`src/rtl/core/hac_pkg.sv`:
```
// ----------------------------------------------------------------------------
// hac_pkg
// Shared types, constants and the arctangent table of the angle converter.
// ----------------------------------------------------------------------------
package hac_pkg;

	localparam int COORD_W = 16;
	localparam int ANGLE_W = 16;
	localparam int CASE_W  = 2;

	localparam int COORD_FRAC_BITS_DEF = 14;
	localparam int ANGLE_BITS_DEF      = 16;
	localparam int CORDIC_STEPS_DEF    = 16;

	// radicand and root widths of the floor square roots
	localparam int RAD_W  = 62;
	localparam int ROOT_W = RAD_W / 2;
	// vector width before and inside the CORDIC
	localparam int VEC_W  = 32;
	localparam int CV_W   = 34;
	localparam int TURN_W = 32;

	localparam int QUEUE_DEPTH = 2;

	// 2^32 units per turn
	localparam logic [TURN_W-1:0] TURN_QUARTER  = 32'h4000_0000;
	localparam logic [TURN_W-1:0] TURN_HALF     = 32'h8000_0000;
	localparam logic [TURN_W-1:0] TURN_3QUARTER = 32'hC000_0000;

	typedef enum logic [CASE_W-1:0] {
		CASE_GENERAL = 2'd0,
		CASE_Z_AXIS  = 2'd1,
		CASE_ORIGIN  = 2'd2
	} case_t;

	// one classified request between front and back
	typedef struct packed {
		logic [RAD_W-1:0]        rad_w;
		logic [RAD_W-1:0]        rad_r;
		logic signed [VEC_W-1:0] vx_w;
		logic signed [VEC_W-1:0] vx_z;
		logic signed [COORD_W-1:0] x;
		logic signed [COORD_W-1:0] y;
		case_t                   cc;
		logic                    ovr_half;
	} job_t;

	// atan(2^-i), 2^32 units per turn
	function automatic logic [TURN_W-1:0] atan_val(input int i);
		logic [TURN_W-1:0] v;
		case (i)
			0:  v = 32'h2000_0000;
			1:  v = 32'h12E4_051E;
			2:  v = 32'h09FB_385B;
			3:  v = 32'h0511_11D4;
			4:  v = 32'h028B_0D43;
			5:  v = 32'h0145_D7E1;
			6:  v = 32'h00A2_F61E;
			7:  v = 32'h0051_7C55;
			8:  v = 32'h0028_BE53;
			9:  v = 32'h0014_5F2F;
			10: v = 32'h000A_2F98;
			11: v = 32'h0005_17CC;
			12: v = 32'h0002_8BE6;
			13: v = 32'h0001_45F3;
			14: v = 32'h0000_A2FA;
			15: v = 32'h0000_517D;
			16: v = 32'h0000_28BE;
			17: v = 32'h0000_145F;
			18: v = 32'h0000_0A30;
			19: v = 32'h0000_0518;
			20: v = 32'h0000_028C;
			21: v = 32'h0000_0146;
			22: v = 32'h0000_00A3;
			23: v = 32'h0000_0051;
			24: v = 32'h0000_0029;
			25: v = 32'h0000_0014;
			26: v = 32'h0000_000A;
			27: v = 32'h0000_0005;
			28: v = 32'h0000_0003;
			29: v = 32'h0000_0001;
			30: v = 32'h0000_0001;
			default: v = 32'h0000_0000;
		endcase
		return v;
	endfunction

endpackage

```
`src/rtl/core/hac_queue.sv`:
```
// ----------------------------------------------------------------------------
// hac_queue
// Short request queue between front and back.
// ----------------------------------------------------------------------------
module hac_queue (
	input  logic          clk,
	input  logic          arst_n,
	input  hac_pkg::job_t wr_data,
	input  logic          wr_valid,
	output logic          wr_ready,
	output hac_pkg::job_t rd_data,
	output logic          rd_valid,
	input  logic          rd_ready
);

	localparam int DEPTH = hac_pkg::QUEUE_DEPTH;
	localparam int PTR_W = (DEPTH > 1) ? $clog2(DEPTH) : 1;
	localparam int CNT_W = $clog2(DEPTH + 1);

	hac_pkg::job_t    mem_q [DEPTH];
	logic [PTR_W-1:0] wptr_q;
	logic [PTR_W-1:0] rptr_q;
	logic [CNT_W-1:0] cnt_q;
	logic             wr;
	logic             rd;

	function automatic logic [PTR_W-1:0] ptr_inc(input logic [PTR_W-1:0] p);
		return (p == PTR_W'(DEPTH - 1)) ? '0 : p + 1'b1;
	endfunction

	assign wr_ready = cnt_q != CNT_W'(DEPTH);
	assign rd_valid = cnt_q != '0;
	assign wr       = wr_valid && wr_ready;
	assign rd       = rd_valid && rd_ready;
	assign rd_data  = mem_q[rptr_q];

	always_ff @(posedge clk) begin
		if (wr) begin
			mem_q[wptr_q] <= wr_data;
		end
	end

	always_ff @(posedge clk or negedge arst_n) begin
		if (!arst_n) begin
			wptr_q <= '0;
			rptr_q <= '0;
			cnt_q  <= '0;
		end else begin
			if (wr) begin
				wptr_q <= ptr_inc(wptr_q);
			end
			if (rd) begin
				rptr_q <= ptr_inc(rptr_q);
			end
			case ({wr, rd})
				2'b10:   cnt_q <= cnt_q + 1'b1;
				2'b01:   cnt_q <= cnt_q - 1'b1;
				default: cnt_q <= cnt_q;
			endcase
		end
	end

	a_cnt_bound: assert property (@(posedge clk) disable iff (!arst_n)
		cnt_q <= CNT_W'(DEPTH))
		else $error("queue count beyond depth");

	a_cnt_push: assert property (@(posedge clk) disable iff (!arst_n)
		wr && !rd |=> cnt_q == $past(cnt_q) + 1'b1)
		else $error("queue count missed a push");

endmodule

```
`config.mk`:
```
export PLATFORM = sky130hd
export DESIGN_NAME = hac_queue
export DESIGN_NICKNAME = d
export VERILOG_FILES = /design/src/rtl/core/hac_pkg.sv /design/src/rtl/core/hac_queue.sv
export SDC_FILE = /design/constraint.sdc
export NUM_CORES = 1
export LEC_CHECK = 0
export BUFFER_PORTS_ARGS = -buffer_cell sky130_fd_sc_hd__buf_2
export CAP_MARGIN = 5
export CORE_UTILIZATION = 30
export CTS_BUF_LIST = sky130_fd_sc_hd__clkbuf_4
export DETAILED_ROUTE_END_ITERATION = 10
export PLACE_DENSITY = 0.56
export SKIP_LAST_GASP = 1
export SYNTH_ARGS = -nofsm -noshare
export SYNTH_HDL_FRONTEND = slang
export SYNTH_SLANG_ARGS = --single-unit
```
`constraint.sdc`:
```
create_clock -name clk -period 13.43 [get_ports clk]
set_input_delay 0.6715 -clock clk [delete_from_list [all_inputs] [get_ports clk]]
set_output_delay 0.6715 -clock clk [all_outputs]
set_load 0.02 [all_outputs]
```
# After elaboration in Yosys (flattened, before gate mapping)
# Memories as Yosys holds them, arrays and structs flattened.
# Index checks and enable logic that the tools add are counted.
# word_totals
ram_bits	446
mem_count	1
output_inout_bits	225
in_bits	227
word_cells	20
register_bits	4
# op_classes
n_mux	5
n_eq_ne	3
n_reduce_logical	4
addsub	4
# mem_list
memory	words	width	read_ports	rd_clocked_by_memory_dff	wr	line	text
mem_q	2	223	1	0	1	hac_queue.sv:20	hac_pkg::job_t mem_q [DEPTH];
# op_table
cell	count
two-way mux 1 bit	4
case mux 2 bit (2 select lines)	1
nonzero test 2 bit	2
adder 1 bit (second input constant)	2
adder 2 x 1 -> 2 bit (second input constant)	1
equality test 2 x 1 -> 1 bit (second input constant)	1
equality test 2 bit (second input constant)	1
logical AND 1 bit	2
inequality test 2 bit (second input constant)	1
subtractor 2 x 1 -> 2 bit (second input constant)	1

# Longest topological paths before layout
# logic_depth
depth_word	4
depth_mapped	6
mapped_depth_nobuf	6

# Worst setup path after synthesis
# Ideal clock, no wire load.
# synth_path
kind	flip-flop to flip-flop
startpoint	register cnt_q[0]
endpoint	memory mem_q[0][0] in the netlist's numbering (enable)
n_path_buf	0
period_less_slack_ps	10857
t_arrival_ps	10046
path_slack_ps	2573
setup_ps	811
required_ps	12619
stages_incl_launch_ff	4
path_cell_list	dfrtp_1 -> nand2b_1 -> nand2_1 -> nor2_1
# synth_between
elab_chain_cells	4
# synth_lines
element	line	text
from (decl)	hac_queue.sv:23	logic [CNT_W-1:0] cnt_q;
from (signal assigned)	hac_queue.sv:56	2'b10: cnt_q <= cnt_q + 1'b1;
from (signal assigned)	hac_queue.sv:57	2'b01: cnt_q <= cnt_q - 1'b1;
from (signal assigned)	hac_queue.sv:58	default: cnt_q <= cnt_q;
inequality test 2 bit	hac_queue.sv:31	assign wr_ready = cnt_q != CNT_W'(DEPTH);
net wr_ready	hac_queue.sv:10	output logic wr_ready,
logical AND 1 bit	hac_queue.sv:33	assign wr = wr_valid && wr_ready;
two-way mux 1 bit	hac_queue.sv:38	if (wr) begin
two-way mux 1 bit (implied by the code)	hac_queue.sv:39	mem_q[wptr_q] <= wr_data;
to (decl)	hac_queue.sv:20	
# The timed path passes the listed nets, and every way through them passes these cells.

==> results.ini <==
[routing]
first_iter_violations = 261
dr.pass1.iters = 4
routed_wl_mm = 39.76
num_vias = 9604
ant_nets = 0
vias_per_cell = 4.145
wl_per_cell_um = 17.16
drc = 0

[clock_tree]
cts.path.max_buffers = 3
cts_setup_buffers = 0
clk_pin_slew_ns = 0.06
numCtsBuffers = 116
cts_root_buffer = clkbuf_4
cts_tree = yes
clock-sinks = 450
ctsHtreeMaxLevel = 3
clk_latency_ns = 0.83

[floorplanning]
io_pins = 452
coreArea_sq_um = 55420
die_x_um = 239.6
start_util_pct = 30.57
die-area_sq_um = 57420
die_h_um = 239.6
row_count = 86

[timing]
fin_hold_ws_ns = 0.2127
fin_worst_skew_ns = 0.04950
fmax_ghz = 0.2081
drv_slew = 0
slew_headroom_pct = 30.65
max_slew.worst_pin.slew_ns = 1.040
setup_ws_ns = 8.625
tns_ns = 0
setup-violations-final = 0
rsz0062_at_grt = false
layout_worst_path_cycle_share_pct = 35.78
period_minus_slack_ns = 4.805
hold_violations = 0

[global_routing]
grt_util_all_layers_pct = 13.57
grt_pass1_vias = 10558
grt_max_degree = 68
antenna_found_initial = 3
grt_pass1_wl_mm = 58.39
grt-ovfl-total = 0

[power_and_ir_drop]
power_mw = 4.931
p_int_mw = 3.289
clockPowerShare_pct = 23.1
ir_drop_uv = 132.2
power_leakage_nw = 9.427
combPwrFrac_pct = 35.5
pwr-share-seq_pct = 41.4
p_sw_mw = 1.641
power.density_nw_per_um2 = 208.2
p_sw_share_pct = 33.29

[placed_design]
dpl.hpwl_mm = 25.55
placed_area_sq_um = 19990
placed_cells = 1896
place_ws_ns = 9.373
gp_congestion = 0.7466
numPortBuffers = 451

[yosys]
synth_area_sq_um = 16940
syn_area_per_cell_sq_um = 23.83
synth_edf_count = 446
synthTopCellsByArea = edfxtp_1, mux2_4, mux2_2, buf_6, dfrtp_1
synthCells = 711
synth-seq-cells = 450
synth_top_area_share_pct = 79.05
synth_largest_area_cell = edfxtp_1
yosysSeqAreaShare_pct = 79.65
synthArstFlopShare_pct = 0.8889
yosys.cell_types.count = 15
synth-main-ff-cell = edfxtp_1
yosysWarnings = 0
yosysMostFrequentCell = edfxtp_1
synth_commonest_cells = edfxtp_1, mux2_4, mux2_2, buf_6, buf_2
synthesis.nets = 939

[final_layout]
fin_area_sq_um = 23680
layout.nets = 1719
fin_cells = 2317
drive_gt1_share_pct = 55.78
final_util_pct = 42.73
register_area_sq_um = 13500
fillCellCount = 5002
multi_input_area_sq_um = 3217
area_growth_pct = 39.77

[critical_path]
worstSetupPathType = flip-flop to output port
cp.arrival_ns = 4.13
cp-start-kind = flip-flop
critPathMaxFanout = 54
cp_common_cell = buf_4
worstPathCellList = buf_4, buf_4, mux2_4, buf_2
cp.required_ns = 12.76
slowest_stage = dfrtp_4
cpPeakStageDelay_ns = 1.02
cp-end-kind = output port

[flow_run]
max-cap-violations = 0

[outcome]
status = finished clean

[worst_hold_path]
hp-class = input pin to async pin

==> cells in the final DEF (no fill, tap or decap) <==
cell and count:
dfrtp_1 3, nand2_1 1, nor2_4 1, dlygate4sd3_1 225, inv_2 2, mux2_4 160, xnor2_1 3, diode_2 2
edfxtp_1 446, and3_4 1, xor2_1 2, clkinvlp_4 1, nor2_1 1, dfrtp_4 1, and2_1 1, ha_1 1
nand2b_1 1, buf_2 451, or2_2 1, mux2_2 63, bufinv_16 1, clkinv_1 9, clkinv_2 2, clkbuf_4 179
buf_4 11
==> power by group through the flow <==
stage | sequential (mW) | clock, mW | combinational [mW]
6_report | 2.04 | 1.14 | 1.75
5_1_grt | 2.07 | 1.26 | 1.85
4_1_cts | 2.05 | 1.19 | 1.78
3_5_place_dp | 2.08 | 0 | 1.73
3_3_place_gp | 2.07 | 0 | 1.72
2_1_floorplan | 2.11 | 0 | 1.27
==> path summary, 6_finish.rpt <==
check | start | endpoint | slack [ns] | cells after the start
setup / recovery | rptr_q$_DFFE_PN0P_ | rd_data[158] | 8.63 | 4
hold / removal | arst_n | wptr_q$_DFFE_PN0P_ | 0.21 | 2
setup reg to reg | cnt_q[0]$_DFFE_PN0P_ | mem_q[1][30]$_DFFE_PP_ | 10.13 | 4
hold reg to reg | cnt_q[1]$_DFFE_PN0P_ | cnt_q[1]$_DFFE_PN0P_ | 0.50 | 1
min in group clk | wr_valid | wptr_q$_DFFE_PN0P_ | 0.24 | 3
max in group asynchronous | arst_n | rptr_q$_DFFE_PN0P_ | 13.08 | 2
==> worst max-delay path: cells and delay by family, from the launching register on <==
| family | cells | cell delay [ns] |
|---|---|---|
| DFF | 1 | 1.02 |
| muxes | 1 | 0.36 |
| buffers and inverters | 3 | 1.78 |
==> cell families (layout without fill, tap and decap cells) <==
group                    count (synthesis)  after routing  share of synthesized area [%]
XOR/XNOR                                 5              5                         0.2585
adder cells (fa/ha/maj)                  1              1                        0.07384
buffers and inverters                   25            881                          1.440
flip-flops                             450            450                          79.65
multiplexers                           223            223                          18.37
other                                    0              2                              0
AND/OR/NAND/NOR                          7              7                         0.2143
==> routing by layer <==
metal	track usage [%]	part of all wire, %
met1	13.91	37
met2	24.30	52
met3	4.483	7.0
met4	7.304	3.1
met5	0	0
==> timing repair <==
action / CTS / global route
resized for setup: 0 / 0
hold buffers: 225 / 0
hold endpoints to repair: 451 / 0
==> registers in the layout, indices dropped and copies added (netlist names) <==
signal	count
wptr_q	1
rptr_q	1
cnt_q	2
mem_q	446
==> layout make-up <==
class / count / share of cell area [%]
antenna: 2 / 0.02114
clock buffer: 179 / 5.675
clock inverter: 15 / 0.3752
multi-input combinational: 236 / 13.59
sequential: 450 / 57.00
tap: 748 / 3.952
timing repair buffer: 687 / 19.39
Note: power is estimated with default switching activity, not from simulation.
