## config.mk

```make
export PLATFORM = sky130hd
export DESIGN_NAME = hac_front_flat
export DESIGN_NICKNAME = d
export VERILOG_FILES = /design/src/rtl/core/hac_pkg.sv /design/src/rtl/core/hac_if.sv /design/src/rtl/core/hac_front.sv /design/src/flat_wrapper.sv
export SDC_FILE = /design/constraint.sdc
export NUM_CORES = 2
export LEC_CHECK = 0
export BUFFER_PORTS_ARGS = -buffer_cell sky130_fd_sc_hd__buf_2
export CAP_MARGIN = 20
export CORE_MARGIN = 3
export CORE_UTILIZATION = 45
export DETAILED_ROUTE_END_ITERATION = 10
export GPL_TIMING_DRIVEN = 0
export PLACE_DENSITY = 0.61
export SKIP_LAST_GASP = 1
export SYNTH_ARGS = -nofsm -noshare
export SYNTH_HDL_FRONTEND = slang
export SYNTH_SLANG_ARGS = --single-unit
```

## constraint.sdc

```tcl
create_clock -name vclk -period 16.8
set_input_delay 3.36 -clock vclk [all_inputs]
set_output_delay 3.36 -clock vclk [all_outputs]
set_load 0.05 [all_outputs]
```

## src/rtl/core/hac_pkg.sv

```systemverilog
// ----------------------------------------------------------------------------
// hac_pkg
// Shared types, constants and the arctangent table of the angle converter.
// ----------------------------------------------------------------------------
package hac_pkg;

	localparam int COORD_W = 16;
	localparam int ANGLE_W = 16;
	localparam int CASE_W  = 2;

	localparam int COORD_FRAC_BITS_DEF = 14;
	localparam int ANGLE_BITS_DEF      = 16;
	localparam int CORDIC_STEPS_DEF    = 16;

	// radicand and root widths of the floor square roots
	localparam int RAD_W  = 62;
	localparam int ROOT_W = RAD_W / 2;
	// vector width before and inside the CORDIC
	localparam int VEC_W  = 32;
	localparam int CV_W   = 34;
	localparam int TURN_W = 32;

	localparam int QUEUE_DEPTH = 2;

	// 2^32 units per turn
	localparam logic [TURN_W-1:0] TURN_QUARTER  = 32'h4000_0000;
	localparam logic [TURN_W-1:0] TURN_HALF     = 32'h8000_0000;
	localparam logic [TURN_W-1:0] TURN_3QUARTER = 32'hC000_0000;

	typedef enum logic [CASE_W-1:0] {
		CASE_GENERAL = 2'd0,
		CASE_Z_AXIS  = 2'd1,
		CASE_ORIGIN  = 2'd2
	} case_t;

	// one classified request between front and back
	typedef struct packed {
		logic [RAD_W-1:0]        rad_w;
		logic [RAD_W-1:0]        rad_r;
		logic signed [VEC_W-1:0] vx_w;
		logic signed [VEC_W-1:0] vx_z;
		logic signed [COORD_W-1:0] x;
		logic signed [COORD_W-1:0] y;
		case_t                   cc;
		logic                    ovr_half;
	} job_t;

	// atan(2^-i), 2^32 units per turn
	function automatic logic [TURN_W-1:0] atan_val(input int i);
		logic [TURN_W-1:0] v;
		case (i)
			0:  v = 32'h2000_0000;
			1:  v = 32'h12E4_051E;
			2:  v = 32'h09FB_385B;
			3:  v = 32'h0511_11D4;
			4:  v = 32'h028B_0D43;
			5:  v = 32'h0145_D7E1;
			6:  v = 32'h00A2_F61E;
			7:  v = 32'h0051_7C55;
			8:  v = 32'h0028_BE53;
			9:  v = 32'h0014_5F2F;
			10: v = 32'h000A_2F98;
			11: v = 32'h0005_17CC;
			12: v = 32'h0002_8BE6;
			13: v = 32'h0001_45F3;
			14: v = 32'h0000_A2FA;
			15: v = 32'h0000_517D;
			16: v = 32'h0000_28BE;
			17: v = 32'h0000_145F;
			18: v = 32'h0000_0A30;
			19: v = 32'h0000_0518;
			20: v = 32'h0000_028C;
			21: v = 32'h0000_0146;
			22: v = 32'h0000_00A3;
			23: v = 32'h0000_0051;
			24: v = 32'h0000_0029;
			25: v = 32'h0000_0014;
			26: v = 32'h0000_000A;
			27: v = 32'h0000_0005;
			28: v = 32'h0000_0003;
			29: v = 32'h0000_0001;
			30: v = 32'h0000_0001;
			default: v = 32'h0000_0000;
		endcase
		return v;
	endfunction

endpackage

```

## src/rtl/core/hac_if.sv

```systemverilog
// ----------------------------------------------------------------------------
// hac_if
// Valid/ready channels of the angle converter: points in, angles out.
// ----------------------------------------------------------------------------
interface hac_pt_if;
	logic valid;
	logic ready;
	logic signed [hac_pkg::COORD_W-1:0] x_coord;
	logic signed [hac_pkg::COORD_W-1:0] y_coord;
	logic signed [hac_pkg::COORD_W-1:0] z_coord;
	logic signed [hac_pkg::COORD_W-1:0] w_coord;

	modport source (output valid, x_coord, y_coord, z_coord, w_coord, input ready);
	modport sink   (input valid, x_coord, y_coord, z_coord, w_coord, output ready);
endinterface


```

## src/rtl/core/hac_front.sv

```systemverilog
// ----------------------------------------------------------------------------
// hac_front
// Saturates w, classifies the point and forms the square-root radicands.
// ----------------------------------------------------------------------------
module hac_front #(
	parameter int COORD_FRAC_BITS = hac_pkg::COORD_FRAC_BITS_DEF
) (
	hac_pt_if.sink          pt,
	output hac_pkg::job_t   job,
	output logic            job_valid,
	input  logic            job_ready
);

	localparam int K = 30 - COORD_FRAC_BITS;
	localparam logic signed [31:0] ONE = 32'sd1 <<< COORD_FRAC_BITS;
	localparam logic [hac_pkg::RAD_W-1:0] ONE_SQ =
		hac_pkg::RAD_W'(1) << (2 * COORD_FRAC_BITS);

	logic signed [31:0] w_ext;
	logic signed [31:0] w_sat;
	logic signed [16:0] w_n;
	logic signed [33:0] ww;
	logic signed [31:0] xx;
	logic signed [31:0] yy;
	logic [31:0]        rr;
	logic [hac_pkg::RAD_W-1:0] d;

	assign job_valid = pt.valid;
	assign pt.ready  = job_ready;

	always_comb begin
		w_ext = 32'(pt.w_coord);
		if (w_ext > ONE) begin
			w_sat = ONE;
		end else if (w_ext < -ONE) begin
			w_sat = -ONE;
		end else begin
			w_sat = w_ext;
		end
		w_n = w_sat[16:0];
		ww  = w_n * w_n;
		d   = ONE_SQ - hac_pkg::RAD_W'($unsigned(ww));

		xx = pt.x_coord * pt.x_coord;
		yy = pt.y_coord * pt.y_coord;
		rr = $unsigned(xx) + $unsigned(yy);

		job.rad_w = d << (2 * K);
		job.rad_r = {rr, 30'b0};
		job.vx_w  = 32'(w_n) <<< K;
		job.vx_z  = 32'(pt.z_coord) <<< 15;
		job.x     = pt.x_coord;
		job.y     = pt.y_coord;

		// degenerate points: origin of xyz, or on the z axis
		if (pt.x_coord == '0 && pt.y_coord == '0 && pt.z_coord == '0) begin
			job.cc       = hac_pkg::CASE_ORIGIN;
			job.ovr_half = !(pt.w_coord > 0);
		end else if (pt.x_coord == '0 && pt.y_coord == '0) begin
			job.cc       = hac_pkg::CASE_Z_AXIS;
			job.ovr_half = !(pt.z_coord > 0);
		end else begin
			job.cc       = hac_pkg::CASE_GENERAL;
			job.ovr_half = 1'b0;
		end
	end

endmodule

```

## src/flat_wrapper.sv

```systemverilog
// flat-port wrapper written by rule: the top's interface ports become plain ports
module hac_front_flat 
#(
	parameter int COORD_FRAC_BITS = hac_pkg::COORD_FRAC_BITS_DEF
)
  (job, job_valid, job_ready, pt_valid, pt_x_coord, pt_y_coord, pt_z_coord, pt_w_coord, pt_ready);
  hac_pt_if pt_i ();
  output hac_pkg::job_t job;
  output logic job_valid;
  input  logic job_ready;
  input wire logic [$bits(pt_i.valid)-1:0] pt_valid;
  input wire logic [$bits(pt_i.x_coord)-1:0] pt_x_coord;
  input wire logic [$bits(pt_i.y_coord)-1:0] pt_y_coord;
  input wire logic [$bits(pt_i.z_coord)-1:0] pt_z_coord;
  input wire logic [$bits(pt_i.w_coord)-1:0] pt_w_coord;
  output wire logic [$bits(pt_i.ready)-1:0] pt_ready;
  assign pt_i.valid = pt_valid;
  assign pt_i.x_coord = pt_x_coord;
  assign pt_i.y_coord = pt_y_coord;
  assign pt_i.z_coord = pt_z_coord;
  assign pt_i.w_coord = pt_w_coord;
  assign pt_ready = pt_i.ready;
  hac_front #(.COORD_FRAC_BITS(COORD_FRAC_BITS)) u_core (.pt(pt_i), .job(job), .job_valid(job_valid), .job_ready(job_ready));
endmodule
```

## Yosys cells after proc, flatten, opt, wreduce, memory -nomap -nowiden

Cells that the tools add are included.
W data, S select, Z words.

| cells by class | value |
|---|---|
| $add $sub $neg | 2 |
| multiply operators | 3 |
| div/mod/pow operators | 0 |
| order comparisons | 4 |
| equality and inequality tests | 0 |
| shifts and indexed selects | 0 |
| mux-type cells | 4 |
| bitwise gates (word level) | 0 |
| reduce and logical (&&, ||, !) cells | 7 |

Operator list:

| kind | count |
|---|---|
| $mul A16 B16 Y32 | 2 |
| $logic_not A16 Y1 | 3 |
| $mux W17 | 2 |
| $add A32 B32 Y32 | 1 |
| $gt A16 B1 Y1 const B | 2 |
| $mul A17 B17 Y30 | 1 |
| $sub A29 B30 Y30 const A | 1 |
| $gt A16 B16 Y1 const B | 1 |
| $lt A16 B15 Y1 const B | 1 |
| $mux W3 | 1 |
| $logic_and A1 B1 Y1 | 2 |
| $logic_not A1 Y1 | 2 |
| $mux W2 | 1 |

| word-level totals | value |
|---|---|
| register bits after elaboration | 0 |
| latch bits | 0 |
| RAM bits | 0 |
| bits in read-only memories | 0 |
| output and inout bits | 225 |
| memories | 0 |

## Logic depth before layout (Yosys ltp)

| depth | value |
|---|---|
| depth after elaboration | 5 |
| gate-level depth with buffers | 28 |

## Least setup slack after synthesis

OpenSTA, ideal clock, no wires.

| timing path | value |
|---|---|
| path kind | in2out |
| start | in pt_w_coord[3] |
| end | out job[220] (netlist name) |
| data arrival time | 10.826 ns |
| data required time | 13.440 ns |
| path slack | 2.614 ns |
| cell stages on the path | 27 |
| buffers on the path | 2 |
| path through | clkbuf_1 nor4_1 nand4_1 nor2b_1 mux2i_1 and2_1 clkbuf_1 nand2_1 fa_1 inv_1 fa_1 fa_1 inv_1 fa_1 fa_1 inv_1 fa_1 inv_1 ha_1 a21o_1 nand2b_1 a21o_1 nand3_1 o211ai_1 a31oi_1 nor3_1 a211oi_1 |

RTL lines:

| what | line | RTL |
|---|---|---|
| start: declaration | flat_wrapper.sv:15 | `input wire logic [$bits(pt_i.w_coord)-1:0] pt_w_coord;` |
| end: declaration | flat_wrapper.sv:8 | `output hac_pkg::job_t job;` |

==> run_results.csv <==
group,metric,value,unit
outcome,status,"completed",
finish,drive_gt1_share,10.7,%
grt,grt_first_pass_wirelength,110000,um
finish,fin_area,30300,um^2
grt,busiest_layer,"met2",
timing,hold_viol,0,
drt,drc,0,
floorplanning,die_y,255,um
drt,viasPerCell,4.65,
setup_path,required,13.44,ns
min_path,min-delay-start,"pt_x_coord[2]",
min_path,hold_class,"in2out",
grt,grt_util_met2,35.3,%
setup_path,crit_arrival,11.97,ns
synth,yosysSeqAreaShare,0,%
synth,synth.area.top_cells,"fa_1, inv_1, ha_1",
finish,seq_cell_count,0,
setup_path,criticalPathCategory,"in2out",
floorplanning,dieArea,65200,um^2
synth,yosysWarnings,0,
place,io_buffers,190,
synth,netlist.area_leader.share,53.8,%
setup_path,critPathMaxFanout,10,
finish,fillers,5846,
drt,via_count,19267,
drt,avgRoutedWirePerCell,16.0,um
clock_tree,post_cts_buffers,0,
grt,grt_pass1_vias,20800,
timing,max_slew_margin,36.6,%
place,place_area,30300,um^2
timing,fin_setup_tns,0,ns
floorplanning,die_w,255,um
clock_tree,post_cts_resized,0,
drt,drtIter0Drc,1068,
synth,synth_cell_types,58,
place,place_hpwl,59600,um
floorplanning,ioPinCount,291,
floorplanning,core,60900,um^2
synth,synth_top_cell_by_area,"fa_1",
place,gp_congestion,0.923,
grt,met1_usage,29.8,%
clock_tree,ctsHoldBuffers,0,
drt,drtPass1Iterations,5,
timing,rsz0062_at_grt,"false",
drt,wl,66100,um
floorplanning,row_count,90,
grt,track_usage,21.2,%
grt,overflow,0,
timing,worst_pin_slew,0.952,ns
drt,antenna_left,0,
synth,syn-mean-instance-area,9.23,um^2
finish,clkbuf_count,0,
setup_path,cp-start-kind,"input pin",
grt,grt_max_degree,16,
timing,fmax,65.2,MHz
finish,seqCellArea,0,um^2
setup_path,cp-end-kind,"primary output",
finish,nets,4379,
run,maxCapViolations,0,
synth,synth_cells,3030,
finish,insertedDiodeCount,0,
timing,drv_slew,0,
timing,fin_crit,15.33,ns
floorplanning,initial_utilization,45.9,%
finish,area_growth_syn_to_layout,8.34,%
synth,syn_area,28000,um^2
min_path,whs_endpoint,"job[21]",
timing,final-setup-viol-count,0,
grt,antenna_found_initial,0,
timing,fin_crit_sh,91.2,%
min_path,hold_depth,2,
grt,met3_usage,2.66,%
==> placed cells by master (no fill, tap or decap), drive strengths merged, types with 2 or more instances in the layout <==
cell and count:
a211o 2, a211oi 8, a21o 20, a21oi 47
a221oi 2, a31o 3, a31oi 5, a41oi 2
and2 113, and3 44, buf 339, clkbuf 72
conb 94, fa 752, ha 247, inv 979
mux2 2, mux2i 3, nand2 226, nand2b 10
nand3 12, nand3b 2, nand4 9, nor2 76
nor2b 30, nor3 15, nor4 16, o211a 2
o211ai 3, o21a 8, o21ai 30, o21bai 7
o31a 2, o31ai 4, or2 6, xnor2 84
xor2 21
==> through the flow <==
step | worst slack, ns | std cells | utilization [%] | hold WS, ns
after global placement | 1.43 | 4140 | 49.8 | 7.02
after CTS | 1.46 | 4140 | 49.8 | 7.02
after detailed placement | 1.48 | 4140 | 49.8 | 7.02
after global routing | 1.06 | 4140 | 49.8 | 7.03
after floorplan | 2.61 | 3122 | - | 6.89
final | 1.47 | 4140 | 49.8 | 7.02
==> worst max-delay path, cell delays in order <==
cell	delay, ns
buf_2	0.12
clkbuf_1	0.53
inv_1	0.41
nor2_1	0.28
inv_1	0.08
fa_1	0.46
fa_1	0.55
inv_1	0.05
fa_1	0.49
inv_1	0.05
fa_1	0.54
inv_1	0.05
fa_1	0.53
fa_1	0.44
fa_1	0.49
inv_1	0.05
fa_1	0.47
inv_1	0.04
ha_1	0.19
or4_1	0.50
o22ai_1	0.40
a31oi_1	0.41
a221o_1	0.43
a41oi_1	0.32
nor2b_1	0.21
xnor2_1	0.17
buf_2	0.31
==> how the worst max path moves through the flow <==
stage	start	endpoint	slack, ns
final	pt_y_coord[10]	job[158]	1.47
after global routing	pt_y_coord[10]	job[160]	1.06
after CTS	pt_x_coord[2]	job[160]	1.46
after detailed placement	pt_y_coord[0]	job[160]	1.48
after global placement	pt_x_coord[2]	job[160]	1.43
after floorplan	pt_w_coord[3]	job[220]	2.61
==> synthesized netlist by cell type (12+ instances only) <==
| cell type | n |
|---|---|
| nand3_1 | 12 |
| and2_1 | 113 |
| nand2_1 | 226 |
| nor3_1 | 15 |
| inv_1 | 979 |
| a21oi_1 | 46 |
| ha_1 | 247 |
| nor4_1 | 16 |
| o21ai_0 | 29 |
| and3_1 | 44 |
| fa_1 | 752 |
| buf_4 | 146 |
| nor2b_1 | 30 |
| xor2_1 | 21 |
| nor2_1 | 76 |
| a21o_1 | 20 |
| xnor2_1 | 84 |
| clkbuf_1 | 72 |
==> cells by family (layout without fill, tap and decap cells) <==
| group | after synthesis | in the layout | synth area share (%) |
|---|---|---|---|
| AO/OA/AOI/OAI | 154 | 154 | 3.65 |
| multiplexers | 5 | 5 | 0.188 |
| adder cells (fa/ha/maj) | 999 | 999 | 64.9 |
| buffers and inverters | 1200 | 1390 | 18.1 |
| XOR/XNOR | 106 | 106 | 3.37 |
| AND/OR/NAND/NOR | 564 | 564 | 9.84 |
| other | 2 | 94 | 0.0268 |
==> per-layer routing <==
metal / part of all wire (%) / wire length [um]
met2: 48 / 31700
met4: 2.9 / 1910
met3: 6.7 / 4450
met1: 42 / 28100
met5: 0 / 0
==> layout make-up <==
type                       count  area (um^2)  share of cell area [%]
multi-input combinational   1922        23300                    76.8
inverter                     979         3670                    12.1
timing repair buffer         190          951                    3.14
tap                          828         1040                    3.42
buffer                       221         1380                    4.55
Power is left out: the tool's default activity adds up to more than one toggle a clock period on the data nets, which glitch-free logic cannot reach.
